$ cat src/sv/cau_pkg.sv
package cau_pkg;

  // operation codes
  typedef enum logic [1:0] {
    OP_ADD = 2'd0,
    OP_SUB = 2'd1,
    OP_MUL = 2'd2,
    OP_DIV = 2'd3
  } op_t;

  localparam int IO_WIDTH       = 32;
  localparam int DATA_WIDTH_DEF = 32;
  localparam int FRAC_BITS_DEF  = 16;
  localparam int QUEUE_DEPTH    = 2;

  // classified item passed from front to back
  typedef struct packed {
    op_t                 op;
    logic                dbz;
    logic [IO_WIDTH-1:0] a_re;
    logic [IO_WIDTH-1:0] a_im;
    logic [IO_WIDTH-1:0] b_re;
    logic [IO_WIDTH-1:0] b_im;
  } cmd_t;

endpackage

$ cat src/sv/cau_front.sv
module cau_front import cau_pkg::*; #(
  parameter int DATA_WIDTH = DATA_WIDTH_DEF
) (
  input  logic                clk,
  input  logic                rst,
  input  logic                push,
  output logic                full,
  input  logic [1:0]          operation,
  input  logic [IO_WIDTH-1:0] a_re,
  input  logic [IO_WIDTH-1:0] a_im,
  input  logic [IO_WIDTH-1:0] b_re,
  input  logic [IO_WIDTH-1:0] b_im,
  output logic                cmd_valid,
  input  logic                cmd_ready,
  output cmd_t                cmd
);

  localparam int AW = (QUEUE_DEPTH > 1) ? $clog2(QUEUE_DEPTH) : 1;
  localparam int CW = $clog2(QUEUE_DEPTH + 1);

  cmd_t          mem [0:QUEUE_DEPTH-1];
  logic [AW-1:0] wptr;
  logic [AW-1:0] rptr;
  logic [CW-1:0] count;
  logic          wr_en;
  logic          rd_en;
  cmd_t          item;

  // classify the incoming item
  always_comb begin
    item.op   = op_t'(operation);
    item.dbz  = (op_t'(operation) == OP_DIV) && (b_re[DATA_WIDTH-1:0] == '0) &&
                (b_im[DATA_WIDTH-1:0] == '0);
    item.a_re = a_re;
    item.a_im = a_im;
    item.b_re = b_re;
    item.b_im = b_im;
  end

  assign full      = (count == CW'(QUEUE_DEPTH));
  assign cmd_valid = (count != '0);
  assign wr_en     = push && !full;
  assign rd_en     = cmd_valid && cmd_ready;
  assign cmd       = mem[rptr];

  // queue storage
  always_ff @(posedge clk) begin
    if (wr_en) begin
      mem[wptr] <= item;
    end
  end

  // queue pointers and fill count
  always_ff @(posedge clk) begin
    if (rst) begin
      wptr  <= '0;
      rptr  <= '0;
      count <= '0;
    end else begin
      if (wr_en) begin
        wptr <= (wptr == AW'(QUEUE_DEPTH - 1)) ? '0 : wptr + 1'b1;
      end
      if (rd_en) begin
        rptr <= (rptr == AW'(QUEUE_DEPTH - 1)) ? '0 : rptr + 1'b1;
      end
      if (wr_en && !rd_en) begin
        count <= count + 1'b1;
      end else if (rd_en && !wr_en) begin
        count <= count - 1'b1;
      end
    end
  end

endmodule

$ cat config.mk
export PLATFORM = sky130hd
export DESIGN_NAME = cau_front
export DESIGN_NICKNAME = d
export VERILOG_FILES = /design/src/sv/cau_pkg.sv /design/src/sv/cau_front.sv
export SDC_FILE = /design/constraint.sdc
export NUM_CORES = 1
export LEC_CHECK = 0
export ABC_AREA = 0
export ABC_CLOCK_PERIOD_IN_PS = 12550
export BUFFER_PORTS_ARGS = -buffer_cell sky130_fd_sc_hd__buf_2
export CAP_MARGIN = 20
export CORE_MARGIN = 5
export CORE_UTILIZATION = 30
export CTS_BUF_LIST = sky130_fd_sc_hd__clkbuf_8
export DETAILED_ROUTE_END_ITERATION = 6
export PLACE_DENSITY = 0.6
export SYNTH_ARGS = -nofsm -noshare
export SYNTH_HDL_FRONTEND = slang
export SYNTH_SLANG_ARGS = --single-unit
$ cat constraint.sdc
create_clock -name clk -period 12.55 [get_ports clk]
set_input_delay 0 -clock clk [delete_from_list [all_inputs] [get_ports clk]]
set_output_delay 0 -clock clk [all_outputs]
set_load 0.005 [all_outputs]
==> results.json <==
{
  "avgSynthCellArea_sq_um": 21.6,
  "antenna_found_initial": 0,
  "crit_type": "register to output pin",
  "rows": 66,
  "final_max_slew_viol_count": 0,
  "synth-seq-cells": 267,
  "cp_max_fo": 75,
  "ys_seq_area_share_pct": 80.9,
  "drt-total-wl_um": 23700,
  "synthAdderAreaFrac_pct": 0.127,
  "fillers": 2920,
  "cts_buffer_depth": 3,
  "yosys_warnings": 0,
  "drt-wirelength-per-cell_um": 17.2,
  "period_minus_slack_ps": 3050,
  "drc": 0,
  "synth_compound_area_share_pct": 0.102,
  "vias_per_cell": 4.26,
  "portBuffers": 266,
  "areaGrowthSynthToFinish_pct": 41.0,
  "rsz0062_at_grt": "false",
  "cp_data_required_time_ps": 12550,
  "timing.critical_path.buf_inv": 2,
  "min_period_over_period_pct": 24.3,
  "tns_ps": 0,
  "drt-initial-drc-count": 204,
  "crit_path_max_incr_delay_ps": 1040,
  "relSlewSlack_pct": 27.1,
  "yosysTopAreaCellShare_pct": 79.9,
  "crit_chain": "buf_4, mux2_2, buf_2",
  "most-common-layout-cells": "buf_2 (266), edfxtp_1 (262), dlygate4sd3_1 (134)",
  "cts_resized": 0,
  "cts_buffers": 47,
  "hold_viol": 0,
  "synth_xor_area_share_pct": 0.356,
  "die_w_um": 191,
  "end_kind": "output pin",
  "place_hpwl_um": 14400,
  "cts.sinks": 267,
  "comb_power_share_pct": 22.7,
  "syn-instance-count": 456,
  "gp_congestion": 0.688,
  "cts_tree": "built",
  "die_area_sq_um": 36600,
  "p_per_area_nw_per_um2": 181,
  "postRouteAntennaNets": 0,
  "ioPinCount": 267,
  "synthMuxAreaShare_pct": 15.0,
  "internal_power_uw": 1830,
  "synth-simple-area-share_pct": 2.07,
  "cp.arrival_ps": 3050,
  "synth_top_family_by_area": "multiplexers",
  "grt_pass1_wl_um": 35200,
  "syn-num-nets": 591,
  "drv_cap": 0,
  "setup_viol": 0,
  "clkPwrFrac_pct": 29.3,
  "drive_gt1_share_pct": 49.8,
  "cts.clk_slew.worst_paths_ps": 60,
  "netlist_area_sq_um": 9850,
  "first_pass_iters": 4,
  "hold_slack_ps": 175,
  "grt-ovfl-total": 0,
  "hold_class": "input pin to register",
  "yosys.area.top_type": "edfxtp_1",
  "status": "completed",
  "fin_nets": 1030,
  "start_kind": "register",
  "synth.top_cells.by_area": "edfxtp_1 (80%), mux2_2 (15%), buf_6 (1.1%)",
  "layout_commonest_cell": "buf_2",
  "clock_latency_ps": 540,
  "grt_pass1_vias": 6480,
  "p_seq_share_pct": 48.0,
  "critPathTopFamily": "flip-flops",
  "fmax_ghz": 0.328,
  "routed-via-count": 5859,
  "root_buffer": "clkbuf_8",
  "p_switching_uw": 678,
  "dieHeight_um": 191,
  "htreeDepth": 2,
  "swShare_pct": 27.0,
  "grt_max_degree": 76,
  "vdd_ir_drop_max_v": 0.0000962,
  "start_util_pct": 30.3,
  "worstMarginPinSlew_ps": 1090,
  "slowest_stage": "dfxtp_4",
  "ys_types": 22,
  "grt_util_all_layers_pct": 12.3,
  "design.core.area_sq_um": 32500,
  "finClkSkew_ps": 19.1,
  "leakage_uw": 0.00519
}
-- synthesized netlist by cell type, drive strengths merged --
cell / number
a21oi: 1
and3: 1
and4: 1
buf: 15
dfxtp: 5
edfxtp: 262
ha: 1
inv: 2
mux2: 131
nand2: 2
nand2b: 1
nand3: 2
nand4: 2
nor2: 6
nor4: 15
nor4b: 2
o21ai: 1
or2: 1
or3: 1
xor2: 4
-- state kept, by name, summed over array words and instances, names as in the netlist, named ones only --
register  cells
count         2
mem         262
rptr          1
wptr          1
-- per-stage QoR --
stage	instances	power (uW)	cell area (sq um)	setup slack [ps]	util, %
global placement	1153	1760	11600	9770	35.9
global route	1375	2640	13900	9320	42.8
detailed placement	1154	1770	11700	10000	36.0
finish	1376	2510	13900	9500	42.8
floorplan	456	1540	9850	5880	-
CTS	1375	2560	13900	9390	42.8
-- cells by family after synthesis --
group                    after synthesis
multiplexers                         131
XOR/XNOR                               4
buffers and inverters                 17
AO/OA/AOI/OAI                          2
flip-flops                           267
AND/OR/NAND/NOR                       34
adder cells (fa/ha/maj)                1
-- layout make-up --
class	instances	area [sq um]	share of cell area (%)
multi-input combinational	172	1750	12.6
sequential	267	7970	57.4
timing repair buffer	405	2730	19.7
clock buffer	47	647	4.66
antenna	1	2.50	0.0180
inverter	2	7.51	0.0541
clock inverter	40	224	1.61
tap	442	553	3.98
-- power by group through the flow --
stage	sequential, uW	combinational [uW]	clock, uW
floorplan	1200	338	0
CTS	1210	582	766
detailed placement	1230	542	0
global placement	1220	540	0
finish	1200	569	735
global route	1220	617	808
-- routing by layer --
| metal | part of all wire, % | up-vias | GRT usage, % | wire length (um) |
|---|---|---|---|---|
| li1 | - | 2723 | - | - |
| met2 | 49 | 223 | 21.1 | 11500 |
| met1 | 41 | 2854 | 14.8 | 9740 |
| met3 | 7.3 | 59 | 3.56 | 1730 |
| met4 | 2.7 | 0 | 4.48 | 645 |
| met5 | 0 | - | 0 | 0 |
-- worst register-to-register path: cells and delay by family, from the launching register on --
| family | cells | cell delay [ps] |
|---|---|---|
| buffers and inverters | 2 | 1060 |
| and+or+nand+nor | 2 | 640 |
| DFF | 1 | 390 |
-- what timing repair did --
item,CTS,global route
hold buffers,134,0
endpoints found under the hold margin,267,0
setup buffers,0,0
-- worst paths after layout --
path / start / cells past startpoint / end / slack [ps]
hold reg to reg: rptr$_SDFFE_PP0P_ / 2 / rptr$_SDFFE_PP0P_ / 510
setup reg to reg: count[0]$_SDFFE_PP0P_ / 4 / mem[1][89]$_DFFE_PP_ / 10040
hold / removal: a_re[28] / 2 / mem[0][124]$_DFFE_PP_ / 180
setup / recovery: register / 3 / cmd[39] / 9500
(Power assumes the default switching activity.)
